File: src/ssmd_pkg.sv
// -----------------------------------------------------------------------------
// ssmd_pkg
// Shared types, constants and the segment table for the seven-segment driver.
// -----------------------------------------------------------------------------
package ssmd_pkg;

   // number of multiplexed digit positions
   localparam int DIGIT_COUNT = 4;
   localparam int POS_W       = (DIGIT_COUNT > 1) ? $clog2(DIGIT_COUNT) : 1;

   // stream payload widths
   localparam int VALUE_W    = 32;
   localparam int POINT_W    = 3;
   localparam int SEL_W      = 4;
   localparam int REQ_DATA_W = 40;  // value + point_position, padded to bytes
   localparam int RSP_DATA_W = 8;   // serial_data + digit_select_n, padded

   // operation codes carried in req_tuser
   localparam logic OP_LOAD    = 1'b0;
   localparam logic OP_REFRESH = 1'b1;

   // divide by ten: q = (n * RECIP_10) >> RECIP_SHIFT, exact for 32-bit n
   localparam logic [VALUE_W-1:0] RECIP_10    = 32'hCCCC_CCCD;
   localparam int                 RECIP_SHIFT = 35;
   localparam int                 PROD_W      = 2 * VALUE_W;

   localparam logic [7:0] DP_BIT = 8'h80;

   typedef logic [DIGIT_COUNT-1:0] enables_type;
   typedef logic [POS_W-1:0]       pos_type;

   // controller to datapath
   typedef struct packed {
      logic load_capture;
      logic refresh_capture;
      logic mul_step;
      logic div_step;
      logic shift_step;
   } cmd_type;

   // datapath to controller
   typedef struct packed {
      logic digit_last;
      logic bit_last;
   } sts_type;

   // segment pattern of one decimal digit, g..a in bits 6..0
   function automatic logic [7:0] seg_of(input logic [3:0] digit);
      logic [7:0] pat;
      case (digit)
         4'd0: pat = 8'h3F;
         4'd1: pat = 8'h06;
         4'd2: pat = 8'h5B;
         4'd3: pat = 8'h4F;
         4'd4: pat = 8'h66;
         4'd5: pat = 8'h6D;
         4'd6: pat = 8'h7D;
         4'd7: pat = 8'h07;
         4'd8: pat = 8'h7F;
         4'd9: pat = 8'h6F;
         default: pat = 8'h00;
      endcase
      return pat;
   endfunction

   // low four enable bits as seen on the port
   function automatic logic [SEL_W-1:0] sel_of(input enables_type en);
      logic [7:0] wide;
      wide = 8'(en);
      return wide[SEL_W-1:0];
   endfunction

endpackage

File: src/seven_segment_mux_driver_top.sv
// Four-digit multiplexed seven-segment driver. A load transaction (req_tuser = 0)
// splits the 32-bit value into its four lowest decimal digits, one digit per
// multiply/correct state pair through a reciprocal multiply and correction; no
// further transaction is taken until the load is done, and it produces no output.
// A refresh transaction (req_tuser = 1) shifts the current digit's pattern out MSB
// first as eight response transactions, one per cycle while rsp_tready is high;
// the eighth has rsp_tlast set (latch strobe) and carries the new active-low
// enables, ones digit first. One transaction is in work at a time.
// -----------------------------------------------------------------------------
// seven_segment_mux_driver_top
// Top level: controller and datapath of the multiplexed display driver.
// -----------------------------------------------------------------------------
module seven_segment_mux_driver_top (
   input  logic                              clock,
   input  logic                              reset,
   input  logic                              req_tvalid,
   output logic                              req_tready,
   input  logic [ssmd_pkg::REQ_DATA_W-1:0]   req_tdata,  // [31:0] value, [34:32] point_position
   input  logic                              req_tuser,  // [0] operation
   output logic                              rsp_tvalid,
   input  logic                              rsp_tready,
   output logic [ssmd_pkg::RSP_DATA_W-1:0]   rsp_tdata,  // [0] serial_data, [4:1] digit_select_n
   output logic                              rsp_tlast
);
   import ssmd_pkg::*;

   cmd_type cmd;
   sts_type sts;

   // sequencer
   ssmd_ctrl u_ctrl (
      .clock      (clock),
      .reset      (reset),
      .req_tvalid (req_tvalid),
      .req_tready (req_tready),
      .req_tuser  (req_tuser),
      .rsp_tvalid (rsp_tvalid),
      .rsp_tready (rsp_tready),
      .cmd        (cmd),
      .sts        (sts)
   );

   // datapath
   ssmd_datapath u_datapath (
      .clock     (clock),
      .reset     (reset),
      .cmd       (cmd),
      .sts       (sts),
      .req_tdata (req_tdata),
      .rsp_tdata (rsp_tdata),
      .rsp_tlast (rsp_tlast)
   );

endmodule

File: src/ssmd_ctrl.sv
// -----------------------------------------------------------------------------
// ssmd_ctrl
// Sequencer: digit conversion steps on load, bit-by-bit shift-out on refresh.
// -----------------------------------------------------------------------------
module ssmd_ctrl (
   input  logic             clock,
   input  logic             reset,
   input  logic             req_tvalid,
   output logic             req_tready,
   input  logic             req_tuser,
   output logic             rsp_tvalid,
   input  logic             rsp_tready,
   output ssmd_pkg::cmd_type cmd,
   input  ssmd_pkg::sts_type sts
);
   import ssmd_pkg::*;

   localparam logic [1:0] S_IDLE  = 2'd0;
   localparam logic [1:0] S_MUL   = 2'd1;
   localparam logic [1:0] S_DIV   = 2'd2;
   localparam logic [1:0] S_SHIFT = 2'd3;

   logic [1:0] state_ff;
   logic [1:0] state_in;

   // next state and commands
   always_comb begin
      state_in   = state_ff;
      cmd        = '0;
      req_tready = 1'b0;
      rsp_tvalid = 1'b0;
      case (state_ff)
         S_IDLE: begin
            req_tready = 1'b1;
            if (req_tvalid) begin
               if (req_tuser == OP_REFRESH) begin
                  cmd.refresh_capture = 1'b1;
                  state_in            = S_SHIFT;
               end else begin
                  cmd.load_capture = 1'b1;
                  state_in         = S_MUL;
               end
            end
         end
         S_MUL: begin
            cmd.mul_step = 1'b1;
            state_in     = S_DIV;
         end
         S_DIV: begin
            cmd.div_step = 1'b1;
            state_in     = sts.digit_last ? S_IDLE : S_MUL;
         end
         S_SHIFT: begin
            rsp_tvalid = 1'b1;
            if (rsp_tready) begin
               cmd.shift_step = 1'b1;
               if (sts.bit_last) begin
                  state_in = S_IDLE;
               end
            end
         end
         default: begin
            state_in = S_IDLE;
         end
      endcase
   end

   // state register
   always_ff @(posedge clock) begin
      if (reset) begin
         state_ff <= S_IDLE;
      end else begin
         state_ff <= state_in;
      end
   end

endmodule

File: src/ssmd_datapath.sv
// -----------------------------------------------------------------------------
// ssmd_datapath
// Decimal split by reciprocal multiply, pattern store, shift register, enables.
// -----------------------------------------------------------------------------
module ssmd_datapath (
   input  logic                                clock,
   input  logic                                reset,
   input  ssmd_pkg::cmd_type                   cmd,
   output ssmd_pkg::sts_type                   sts,
   input  logic [ssmd_pkg::REQ_DATA_W-1:0]     req_tdata,
   output logic [ssmd_pkg::RSP_DATA_W-1:0]     rsp_tdata,
   output logic                                rsp_tlast
);
   import ssmd_pkg::*;

   logic [VALUE_W-1:0] num_ff, num_in;
   logic [PROD_W-1:0]  prod_ff, prod_in;
   logic [POINT_W-1:0] point_ff, point_in;
   pos_type            digit_ff, digit_in;
   logic [7:0]         pat_ff [DIGIT_COUNT];
   logic [7:0]         shift_ff, shift_in;
   logic [2:0]         bit_ff, bit_in;
   pos_type            scan_ff, scan_in;
   enables_type        enables_ff, enables_in;

   logic [VALUE_W-4:0] quot;
   logic [3:0]         quot_x10;
   logic [3:0]         rem;
   logic [7:0]         new_pat;
   logic               point_hit;
   logic               digit_last;
   logic               bit_last;
   enables_type        enables_next;
   logic [SEL_W-1:0]   sel_out;

   // one decimal digit per multiply/correct pair
   assign quot       = prod_ff[PROD_W-1:RECIP_SHIFT];
   assign quot_x10   = 4'(quot[3:0] << 3) + 4'(quot[3:0] << 1);
   assign rem        = num_ff[3:0] - quot_x10;
   assign point_hit  = (4'(point_ff) == 4'(digit_ff));
   assign new_pat    = seg_of(rem) | (point_hit ? DP_BIT : 8'h00);
   assign digit_last = (32'(digit_ff) == 32'(DIGIT_COUNT - 1));

   // shift-out and enables for the current scan position
   assign bit_last     = (bit_ff == 3'd7);
   assign enables_next = ~(enables_type'(1) << scan_ff);
   assign sel_out      = bit_last ? sel_of(enables_next) : sel_of(enables_ff);

   assign sts.digit_last = digit_last;
   assign sts.bit_last   = bit_last;

   // rsp_tdata: [0] serial_data, [4:1] digit_select_n, zero padded
   assign rsp_tdata = RSP_DATA_W'({sel_out, shift_ff[7]});
   assign rsp_tlast = bit_last;

   // conversion and shift registers, next values
   always_comb begin
      num_in   = num_ff;
      prod_in  = prod_ff;
      point_in = point_ff;
      digit_in = digit_ff;
      shift_in = shift_ff;
      if (cmd.load_capture) begin
         num_in   = req_tdata[VALUE_W-1:0];
         point_in = req_tdata[VALUE_W +: POINT_W];
         digit_in = '0;
      end
      if (cmd.mul_step) begin
         prod_in = num_ff * RECIP_10;
      end
      if (cmd.div_step) begin
         num_in   = VALUE_W'(quot);
         digit_in = digit_last ? pos_type'(0) : pos_type'(digit_ff + pos_type'(1));
      end
      if (cmd.refresh_capture) begin
         shift_in = pat_ff[scan_ff];
      end else if (cmd.shift_step) begin
         shift_in = {shift_ff[6:0], 1'b0};
      end
   end

   always_ff @(posedge clock) begin
      num_ff   <= num_in;
      prod_ff  <= prod_in;
      point_ff <= point_in;
      digit_ff <= digit_in;
      shift_ff <= shift_in;
   end

   // scan position, bit count and held enables
   always_comb begin
      bit_in     = bit_ff;
      scan_in    = scan_ff;
      enables_in = enables_ff;
      if (cmd.refresh_capture) begin
         bit_in = '0;
      end else if (cmd.shift_step) begin
         bit_in = bit_ff + 3'd1;
         if (bit_last) begin
            enables_in = enables_next;
            scan_in    = (32'(scan_ff) == 32'(DIGIT_COUNT - 1)) ? pos_type'(0)
                                                                 : pos_type'(scan_ff + pos_type'(1));
         end
      end
   end

   always_ff @(posedge clock) begin
      if (reset) begin
         bit_ff     <= '0;
         scan_ff    <= '0;
         enables_ff <= '1;
      end else begin
         bit_ff     <= bit_in;
         scan_ff    <= scan_in;
         enables_ff <= enables_in;
      end
   end

   // digit pattern store
   always_ff @(posedge clock) begin
      if (reset) begin
         for (int i = 0; i < DIGIT_COUNT; i++) begin
            pat_ff[i] <= '0;
         end
      end else if (cmd.div_step) begin
         pat_ff[digit_ff] <= new_pat;
      end
   end

endmodule

File: config.mk
export PLATFORM = sky130hd
export DESIGN_NAME = seven_segment_mux_driver_top
export DESIGN_NICKNAME = d
export VERILOG_FILES = /design/src/ssmd_pkg.sv /design/src/seven_segment_mux_driver_top.sv /design/src/ssmd_ctrl.sv /design/src/ssmd_datapath.sv
export SDC_FILE = /design/constraint.sdc
export NUM_CORES = 1
export LEC_CHECK = 0
export BUFFER_PORTS_ARGS = -buffer_cell sky130_fd_sc_hd__buf_2
export CORE_MARGIN = 2
export CORE_UTILIZATION = 35
export CTS_CLUSTER_DIAMETER = 30
export DETAILED_ROUTE_END_ITERATION = 8
export GPL_TIMING_DRIVEN = 0
export PLACE_DENSITY = 0.52
export REMOVE_ABC_BUFFERS = 1
export SETUP_SLACK_MARGIN = 0.4
export SLEW_MARGIN = 40
export SYNTH_ARGS = -nofsm -noshare
export SYNTH_HDL_FRONTEND = slang
export SYNTH_SLANG_ARGS = --single-unit
File: constraint.sdc
create_clock -name clock -period 8.1 [get_ports clock]
set_input_delay 0.405 -clock clock [delete_from_list [all_inputs] [get_ports clock]]
set_output_delay 0.405 -clock clock [all_outputs]
set_load 0.005 [all_outputs]
## After elaboration in Yosys (flattened, before gate mapping)

Memories as Yosys holds them, arrays and structs flattened. A register that Yosys moved wholly into a read port is not among the register bits.
Index checks and enable logic that the tools add are counted.

| word-level totals | value |
|---|---|
| flip-flop bits (word level) | 120 |
| RAM bits | 32 |
| ROM bits | 112 |
| bits of input ports | 45 |
| output and inout port bits | 11 |
| logic and storage cells | 76 |
| memories kept | 2 |

| operators by class | value |
|---|---|
| $add $sub $neg | 5 |
| multiply operators | 1 |
| eq/ne operators | 10 |
| shift-type cells | 1 |
| muxes and demuxes | 36 |
| bitwise operators | 3 |
| reductions and logical operators | 8 |

Memory list:

| name | depth | bits a word | rd ports | clocked after Yosys merged registers in | wr ports | RTL line | source |
|---|---|---|---|---|---|---|---|
| (name not given) | 16 | 7 | 1 | 0 | 0 | ssmd_pkg.sv:50 | `case (digit)` |
| u_datapath.pat_ff | 4 | 8 | 1 | 1 | 4 | ssmd_datapath.sv:20 | `logic [7:0] pat_ff [DIGIT_COUNT];` |

Operators by type and width:

| kind | count |
|---|---|
| $mul 32x32->64 const B | 1 |
| $mux 29 | 2 |
| $mux 8 | 4 |
| $mux 2 | 13 |
| $mux 1 | 15 |
| $eq 2x2->1 const B | 4 |
| $or 8x8->8 | 1 |
| $pmux 2 s4 | 1 |
| $reduce_or 8->1 | 1 |
| $ne 2x2->1 const B | 3 |
| $reduce_and 3->1 | 2 |
| $add 2x1->2 const B | 2 |
| $add 4x4->4 | 1 |
| $mux 4 | 1 |
| $not 4->4 | 1 |
| $reduce_bool 2->1 | 2 |
| $shl 1x2->4 const A | 1 |
| $sub 4x4->4 | 1 |
| $add 3x1->3 const B | 1 |
| $eq 3x2->1 | 1 |
| $eq 3x3->1 const B | 1 |
| $eq 2x1->1 const B | 1 |
| $logic_not 2->1 | 1 |
| $reduce_and 2->1 | 1 |
| 2 further kinds | 2 |

## Longest topological paths before layout

Gate-level depths: netlist of the first run.

| depth | value |
|---|---|
| word-level depth | 7 |
| mapped depth | 26 |
| depth with buffers taken out | 26 |

## Modules after synthesis

A second synthesis of the first run with hierarchy kept.

| unflattened totals | value |
|---|---|
| cell total of the unflattened synthesis | 1959 |
| area, all modules | 21474.3 sq um |

By module, submodules not included:

| module | instances | cells an instance | area an instance (sq um) | seq. area each (sq um) |
|---|---|---|---|---|
| ssmd_datapath | 1 | 1940 | 21340.5 | 3373.2 |
| ssmd_ctrl | 1 | 19 | 133.9 | 40.0 |

## Worst setup path after synthesis of the first run

No wires, ideal clock.

| path | value |
|---|---|
| path type | register -> register |
| from | reg u_datapath.num_ff[18] |
| to | reg u_datapath.prod_ff[63] (data pin) |
| library setup time | 0.260 ns |
| data arrival time | 6.408 ns |
| required time | 7.840 ns |
| path slack | 1.432 ns |
| stages on the path, launching flop included | 25 |
| buffers on the path | 0 |
| clock period less this slack | 6.668 ns |
| cell sequence | edfxtp_1 > ha_1 > inv_1 > fa_1 > inv_1 > fa_1 > inv_1 > fa_1 > inv_1 > fa_1 > fa_1 > fa_1 > inv_1 > fa_1 > inv_1 > ha_1 > nand4_2 > nor2_4 > and4_1 > o2111ai_1 > a21bo_2 > o211ai_4 > a31oi_2 > o31ai_2 > xnor2_1 |

| between the ends | value |
|---|---|
| longest elaborated chain between the ends | 1 |

RTL lines:

| element | RTL line | source |
|---|---|---|
| start, declared | ssmd_datapath.sv:16 | `logic [VALUE_W-1:0] num_ff, num_in;` |
| start signal, assigned | ssmd_datapath.sv:83 | `num_ff <= num_in;` |
| $mul 32x32->64 | ssmd_datapath.sv:69 | `prod_in = num_ff * RECIP_10;` |
| end signal, assigned | ssmd_datapath.sv:84 | `prod_ff <= prod_in;` |
| end, declared | ssmd_datapath.sv:17 | `logic [PROD_W-1:0] prod_ff, prod_in;` |

No other way between the ends.
A chain may end at the register's enable or synchronous reset.

## Final worst setup path of the first run

| path | value |
|---|---|
| from | reg u_datapath.num_ff[22] |
| to | reg u_datapath.prod_ff[63] (data pin) |

Same word-level chain as after synthesis.

==> results of run 1 <==
synth_stat cells (15+ instances only):
library cell,n
inv_1,553
fa_1,386
ha_1,361
nand2_1,150
edfxtp_1,103
nor2_1,66
a21oi_1,62
a21o_1,49
xor2_1,48
xnor2_1,39
clkbuf_1,37
o21ai_0,25
dfxtp_1,16
nor3_1,15
routing by layer:
| layer | global-route usage | up-vias | part of all wire |
|---|---|---|---|
| met5 | 0 | - | 0 |
| met4 | 0.0526 | 0 | 0.025 |
| met3 | 0.0347 | 70 | 0.054 |
| met2 | 0.328 | 327 | 0.48 |
| met1 | 0.258 | 7276 | 0.44 |
| li1 | - | 6705 | - |
cells in the final DEF (no fill, tap or decap), types with 4 or more instances in the layout:
master / count
ha_1: 333
ha_4: 13
clkbuf_16: 17
inv_1: 553
nand2b_1: 8
buf_2: 49
edfxtp_1: 103
dfxtp_1: 16
nand3_1: 12
o21a_1: 5
and3_1: 11
nand2_1: 150
nor3_1: 14
mux2_2: 7
xor2_1: 43
xnor2_1: 38
buf_4: 50
mux2i_1: 5
and2_1: 12
mux4_2: 8
a21oi_1: 61
a21o_1: 49
fa_1: 386
ha_2: 15
a31oi_1: 8
nand4_1: 12
o21ai_1: 6
nor2b_1: 9
inv_6: 6
nor2_1: 66
o21ai_0: 24
a211o_1: 4
xor2_2: 5
o21bai_1: 8
flip-flops by register name (all words and copies together), names as in the netlist, named ones only:
name / cells
u_datapath.num_ff: 32
u_datapath.scan_ff: 2
u_datapath.shift_ff: 8
u_datapath.prod_ff: 29
u_ctrl.state_ff: 2
u_datapath.point_ff: 3
u_datapath.bit_ff: 3
u_datapath.digit_ff: 2
u_datapath.enables_ff: 4
u_datapath.pat_ff: 32
kinds of logic after synthesis:
family | synth area share
muxes | 0.0142
adders and majority gates | 0.562
AOI/OAI and AO/OA | 0.0616
and+or+nand+nor | 0.0674
other | 0.000172
xor gates and xnor gates | 0.0350
buffers and inverters | 0.103
DFF | 0.157
final timing paths:
kind,depth (start not counted),startpoint,to
worst max-delay path,22,u_datapath.num_ff[22],u_datapath.prod_ff[63]
worst min-delay path,1,req_tdata[32],u_datapath.point_ff[0]
worst max register to register,22,u_datapath.num_ff[22],u_datapath.prod_ff[63]
worst min register to register,1,u_datapath.enables_ff[0],u_datapath.enables_ff[0]
per-stage QoR:
step | cell area (um^2) | setup WS, ps | hold slack [ps]
floorplan | 21600 | 1430 | 432
global placement | 22900 | -513 | 445
detailed placement | 23000 | -502 | 451
CTS | 24100 | 441 | 122
global route | 24300 | 361 | 132
finish | 24300 | 571 | 147
timing repair:
action	CTS	global route
gates resized for setup	41	23
buffers inserted	41	8
hold buffers	0	0
pin swaps	0	8
endpoints found under the setup margin	28	12
final cells by class:
type	instances	area [um^2]	area share
clock buffers	18	429	0.0177
clock inverters	14	140	0.00577
inverters	553	2080	0.0855
multi-input cells	1378	16500	0.680
flip-flops and latches	119	3410	0.141
well taps	837	1050	0.0431
repair buffers	101	651	0.0268
==> impl_metrics.ini, run 1 <==
[status]
outcome = finished, final reports clean

[synthesis]
ys_ff_latch = 119
async_flop_share = 0
yosys.area.top_type = fa_1
seq_area_frac_synth = 0.157
yosysWarningCount = 0
synthCells = 2089
yosysTopAreaCellShare = 0.355
syn_area_um2 = 21800
syn_area_per_cell_um2 = 10.4
synthDistinctLibCells = 66
yosys-top-cells-area = fa_1 (35%), ha_1 (21%), edfxtp_1 (14%)
ys.flop_type = edfxtp_1
synth-edff-count = 103

[clock_network]
cts_tree = yes
ctsLongestPathBuffers = 2
clkLatencyLatePin_ps = 440
cts_buffers = 17
cts.clk_slew.worst_paths_ps = 60
htreeDepth = 4
cts_sinks = 119
clockRootBuffer = clkbuf_16

[worst_setup_path]
rrSetupSlack_ps = 570
path_delay_family = adder cells
crit_type = reg -> reg
max_stage_delay_ps = 630
endpoint_kind = flip-flop
crit_buf_inv = 4
critPathRequiredTime_ps = 8280
crit_fanout = 12
slowest_stage = fa_1
crit_path_start_kind = flip-flop
crit_top_cell = fa_1
worstPathArrival_ps = 7700
worstPathCellList = ha_4, inv_1, fa_1, inv_1, fa_1, inv_1, fa_1, inv_1, fa_1, fa_1, fa_1, ha_1, ha_2, nand4_1, nor2_1, and4_4, o2111ai_4, a21bo_2, o211ai_4, a31oi_4, o31ai_2, xnor2_1

[floorplan]
dieWidth_um = 253
io_pins = 56
design.core.area_um2 = 61600
die_area_um2 = 64300
start_util = 0.354
fp-row-count = 91
fp.dieH_um = 253

[global_routing]
grt_pass1_wl_um = 92500
grt_pass1_vias = 15700
antenna_found_initial = 1
grt_use_total = 0.195
gr-total-overflow = 0
grt_max_degree = 34

[detailed_routing]
drt_first_pass_iters = 5
vias = 14400
drcViolationCount = 0
vias_per_cell = 4.76
wirelength_um = 59300
wl_per_cell_um = 19.6
postRouteAntennaNets = 0
drtIter0Drc = 765

[timing]
tightest_slew_ps = 755
rsz0062_at_grt = yes
period_needed_ps = 7530
fin_setup_tns_ps = 0
fmax_mhz = 133
maxSlewViolCount = 0
fin_worst_skew_ps = 13.3
finalHoldViolCount = 0
maxSlewHeadroom = 0.497
period_share = 0.929
setup_viol = 0

[layout]
drive_above_1_share = 0.100
diodes = 0
fin_util = 0.394
layoutNonFillerInstCount = 3020
fillCellCount = 6150
areaGrowthSynthToFinish_pct = 11.4
nets = 2962

[placed_design]
hpwl_um = 51500
gp_congestion = 0.936
dpl.cell_count = 2939
portBuffers = 47

[job]
maxCapViolCount = 0

[worst_hold_path]
worstHoldPathType = in -> reg
Power of run 1 is not shown: default switching activity piles up to over one toggle a cycle in this logic, so the estimate is an artifact.
==> run 2, diff against run 1 <==
==> constraint.sdc (replaced) <==
create_clock -name clock -period 7.8 [get_ports clock]
set_input_delay 0.39 -clock clock [delete_from_list [all_inputs] [get_ports clock]]
set_output_delay 0.39 -clock clock [all_outputs]
set_load 0.005 [all_outputs]
==> impl_metrics.ini, run 2 (synthesis results as in run 1) <==
[global_routing]
gr-total-overflow = 0
grt_use_total = 0.196
grt_max_degree = 34
grt_pass1_wl_um = 92700
antenna_found_initial = 1
grt_pass1_vias = 15800

[timing]
rsz0062_at_grt = yes
maxSlewHeadroom = 0.499
maxSlewViolCount = 0
period_share = 0.937
tightest_slew_ps = 751
setup_viol = 0
period_needed_ps = 7310
fin_worst_skew_ps = 14.1
fmax_mhz = 137
finalHoldViolCount = 0

[job]
maxCapViolCount = 0

[layout]
layoutNonFillerInstCount = 3059
areaGrowthSynthToFinish_pct = 14.2
nets = 3001
layout_common_cells = inv_1 (547), fa_1 (381), ha_1 (323), nand2_1 (149), edfxtp_1 (103)
largestRegisters = u_datapath.num_ff x32, u_datapath.pat_ff x32, u_datapath.prod_ff x29
fillCellCount = 6089
final_common_cell = inv_1
drive_above_1_share = 0.131
diodes = 0

[detailed_routing]
wl_per_cell_um = 19.6
drt_first_pass_iters = 5
vias = 14400
wirelength_um = 59900
routed-wl-met2_um = 29200
wl_met3_um = 2930
vias_per_cell = 4.72
postRouteAntennaNets = 0
drcViolationCount = 0
drtIter0Drc = 778
dr.max_layer_used = met4
m1WireLength_um = 26400

[floorplan]
dieWidth_um = 253
io_pins = 56
start_util = 0.354
design.core.area_um2 = 61600
fp-row-count = 91
fp.dieH_um = 253
die_area_um2 = 64300

[worst_hold_path]
hold_depth = 1
worstHoldPathType = in -> reg

[placed_design]
gp_congestion = 0.936
dpl.cell_count = 2939
hpwl_um = 51500
portBuffers = 47

[worst_setup_path]
crit_path_start_kind = flip-flop
rr_worst_depth = 23
endpoint_kind = flip-flop
crit_fanout = 12
crit_type = reg -> reg
critPathRequiredTime_ps = 7980
worstPathArrival_ps = 7490

[clock_network]
cts.clk_slew.worst_paths_ps = 60
cts_sinks = 119
ctsLongestPathBuffers = 2
cts_buffers = 17
htreeDepth = 4
clkLatencyLatePin_ps = 440
clockRootBuffer = clkbuf_16
cts_tree = yes

[status]
outcome = finished, final reports clean
==> run 2: cell types whose count changed in the layout (fill, tap and decap cells not counted), sizes merged <==
cell      previous run  this run
buf                101       140
inv                560       556
clkinvlp             2         6
==> run 2: routing by layer <==
layer / global-route usage / vias up
li1: - / 6781
met1: 0.257 / 7303
met4: 0.0566 / 0
met2: 0.329 / 298
met5: 0 / -
met3: 0.0349 / 66
==> run 2: path summary, 6_finish.rpt <==
kind                                          startpoint                        to  slack (ps)
worst max-delay path               u_datapath.num_ff[17]    u_datapath.prod_ff[63]         490
worst min-delay path                       req_tdata[32]    u_datapath.point_ff[0]         130
worst max register to register     u_datapath.num_ff[17]    u_datapath.prod_ff[63]         490
worst min register to register  u_datapath.enables_ff[0]  u_datapath.enables_ff[0]         470
==> run 2: cell type report <==
type / count / area, um^2 / share of cell area
Clock inverter: 14 / 140 / 0.00563
Multi-Input combinational cell: 1378 / 16800 / 0.675
Tap cell: 837 / 1050 / 0.0421
Inverter: 553 / 2090 / 0.0840
Clock buffer: 18 / 429 / 0.0172
Sequential cell: 119 / 3410 / 0.137
Timing Repair Buffer: 140 / 976 / 0.0392
==> run 2: per-stage QoR <==
step	TNS (ps)	hold WS (ps)	util	setup WS (ps)	cell area, um^2
final	0	132	0.404	490	24900
after global routing	0	117	0.404	278	24900
after CTS	0	107	0.394	349	24300
after detailed placement	-8050	451	0.373	-802	23000
after global placement	-13950	445	0.372	-813	22900
after floorplan	0	432	-	1130	21600
==> run 2: what timing repair did <==
item,4_1_cts,5_1_grt
resized for setup,59,59
pin swaps,7,21
cloned,0,0
setup buffers,54,34
setup endpoints to repair,28,17
hold buffers,0,0
==> run 2: critical path, cell delays in order (launching register included) <==
cell and delay [ps]:
edfxtp_1 500, buf_4 180, ha_4 200, inv_1 130, fa_1 550, inv_1 60, fa_1 610, inv_1 90
fa_1 510, inv_1 50, fa_1 630, fa_1 470, fa_1 470, ha_1 380, ha_4 380, nand4_1 120
nor2_2 150, and4_4 290, o2111ai_4 200, a21bo_4 290, o211ai_4 270, a31oi_4 170, o31ai_2 230, xnor2_1 90
Power of run 2 is left out for the same reason.
==> run 3, diff against run 2 <==
--- a/config.mk
+++ b/config.mk
@@ -11,7 +11,7 @@
 export CTS_CLUSTER_DIAMETER = 30
 export DETAILED_ROUTE_END_ITERATION = 8
 export GPL_TIMING_DRIVEN = 0
-export PLACE_DENSITY = 0.52
+export PLACE_DENSITY = 0.54
 export REMOVE_ABC_BUFFERS = 1
 export SETUP_SLACK_MARGIN = 0.4
 export SLEW_MARGIN = 40
==> constraint.sdc (replaced) <==
create_clock -name clock -period 6.6 [get_ports clock]
set_input_delay 0.33 -clock clock [delete_from_list [all_inputs] [get_ports clock]]
set_output_delay 0.33 -clock clock [all_outputs]
set_load 0.005 [all_outputs]
==> impl_metrics.ini, run 3 (synthesis results as in run 1) <==
[status]
outcome = finished with violations
violations = negative setup slack

[timing]
period_share = 1.11
maxSlewViolCount = 0
maxSlewHeadroom = 0.533
setup_viol = 28
timing.hold.ws_ps = 92.6
period_needed_ps = 7340
finalHoldViolCount = 0
fmax_mhz = 136
tightest_slew_ps = 701
layout_setup_ws_ps = -739
fin_worst_skew_ps = 20.4
rsz0062_at_grt = yes

[worst_setup_path]
worstPathArrival_ps = 7560
critPathRequiredTime_ps = 6830
crit_fanout = 5
endpoint_kind = flip-flop
crit_path_start_kind = flip-flop
crit_type = reg -> reg

[detailed_routing]
postRouteAntennaNets = 0
drt_first_pass_iters = 5
drcViolationCount = 0
vias = 15000
drtIter0Drc = 798
wl_per_cell_um = 20.3
vias_per_cell = 4.82
wirelength_um = 63400

[global_routing]
gr-total-overflow = 0
grt_pass1_wl_um = 97800
grt_use_total = 0.207
antenna_found_initial = 0
grt_max_degree = 32
grt_pass1_vias = 16600

[floorplan]
io_pins = 56
start_util = 0.354
fp-row-count = 91
fp.dieH_um = 253
design.core.area_um2 = 61600
die_area_um2 = 64300
dieWidth_um = 253

[job]
maxCapViolCount = 0

[layout]
nets = 3062
areaGrowthSynthToFinish_pct = 19.8
largestRegisters = u_datapath.num_ff x32, u_datapath.pat_ff x32, u_datapath.prod_ff x29
drive_above_1_share = 0.187
diodes = 0
final_common_cell = inv_1
layout_common_cells = inv_1 (537), fa_1 (378), ha_1 (297), nand2_1 (146), buf_4 (130)

[clock_network]
clkLatencyLatePin_ps = 490
cts_buffers = 17
cts_sinks = 119
cts.clk_slew.worst_paths_ps = 80
ctsLongestPathBuffers = 2
clockRootBuffer = clkbuf_16
cts_tree = yes
htreeDepth = 4

[placed_design]
hpwl_um = 51800
gp_congestion = 0.951
portBuffers = 47

[worst_hold_path]
worstHoldPathType = in -> reg
run 3: worst max-delay path: stages, from the launching register on:
cell       delay [ps]
edfxtp_1          530
buf_6             180
ha_4              280
inv_2              40
fa_1              490
inv_2              40
fa_1              540
inv_2              50
fa_1              490
inv_1              50
fa_1              530
fa_1              440
fa_1              490
inv_1              50
fa_1              500
inv_2              50
ha_4              280
nand4_4           130
nor2_4            180
and4_4            290
o2111ai_4         220
a21bo_4           310
o211ai_4          260
a31oi_4           130
buf_12            160
o31ai_4           240
xnor2_1            90
run 3: layout make-up:
class                   instances  area, um^2
repair buffers                201        1540
clock inverters                15         180
clock buffers                  17         425
multi-input cells            1378       17400
flip-flops and latches        119        3420
well taps                     837        1050
fillers                      5887       35500
inverters                     553        2090
run 3: what timing repair did:
action,4_1_cts,5_1_grt
pin swaps,62,44
endpoints found under the setup margin,29,29
hold endpoints to repair,3,0
hold buffers,3,0
buffers inserted,112,33
gates resized for setup,177,60
run 3: path summary, 6_finish.rpt:
path                                               start                        to  slack (ps)  cells past startpoint
worst max-delay path               u_datapath.num_ff[18]    u_datapath.prod_ff[63]        -740                     26
worst min-delay path                       req_tdata[30]     u_datapath.num_ff[30]          90                      3
worst max register to register     u_datapath.num_ff[18]    u_datapath.prod_ff[63]        -740                     26
worst min register to register  u_datapath.enables_ff[3]  u_datapath.enables_ff[3]         480                      2
run 3: routing by layer:
metal / routed length (um) / up-vias / share of wire / track usage
met5: 0 / - / 0 / 0
met3: 2590 / 87 / 0.041 / 0.0241
met2: 31300 / 337 / 0.49 / 0.355
li1: - / 6911 / - / -
met4: 2000 / 0 / 0.032 / 0.0715
met1: 27400 / 7694 / 0.43 / 0.272
run 3: through the flow:
| stage | cell area [um^2] | instances | util | setup TNS [ps] | setup WS [ps] |
|---|---|---|---|---|---|
| 3_3_place_gp | 22900 | 2934 | 0.372 | -46090 | -2140 |
| 4_1_cts | 25500 | 3087 | 0.414 | -8630 | -637 |
| 2_1_floorplan | 21600 | 2050 | - | -218 | -67.7 |
| 5_1_grt | 26100 | 3120 | 0.424 | -14740 | -850 |
| 6_report | 26100 | 3120 | 0.424 | -10680 | -739 |
| 3_5_place_dp | 23100 | 2940 | 0.374 | -38810 | -1830 |
Power of run 3 is left out for the same reason.
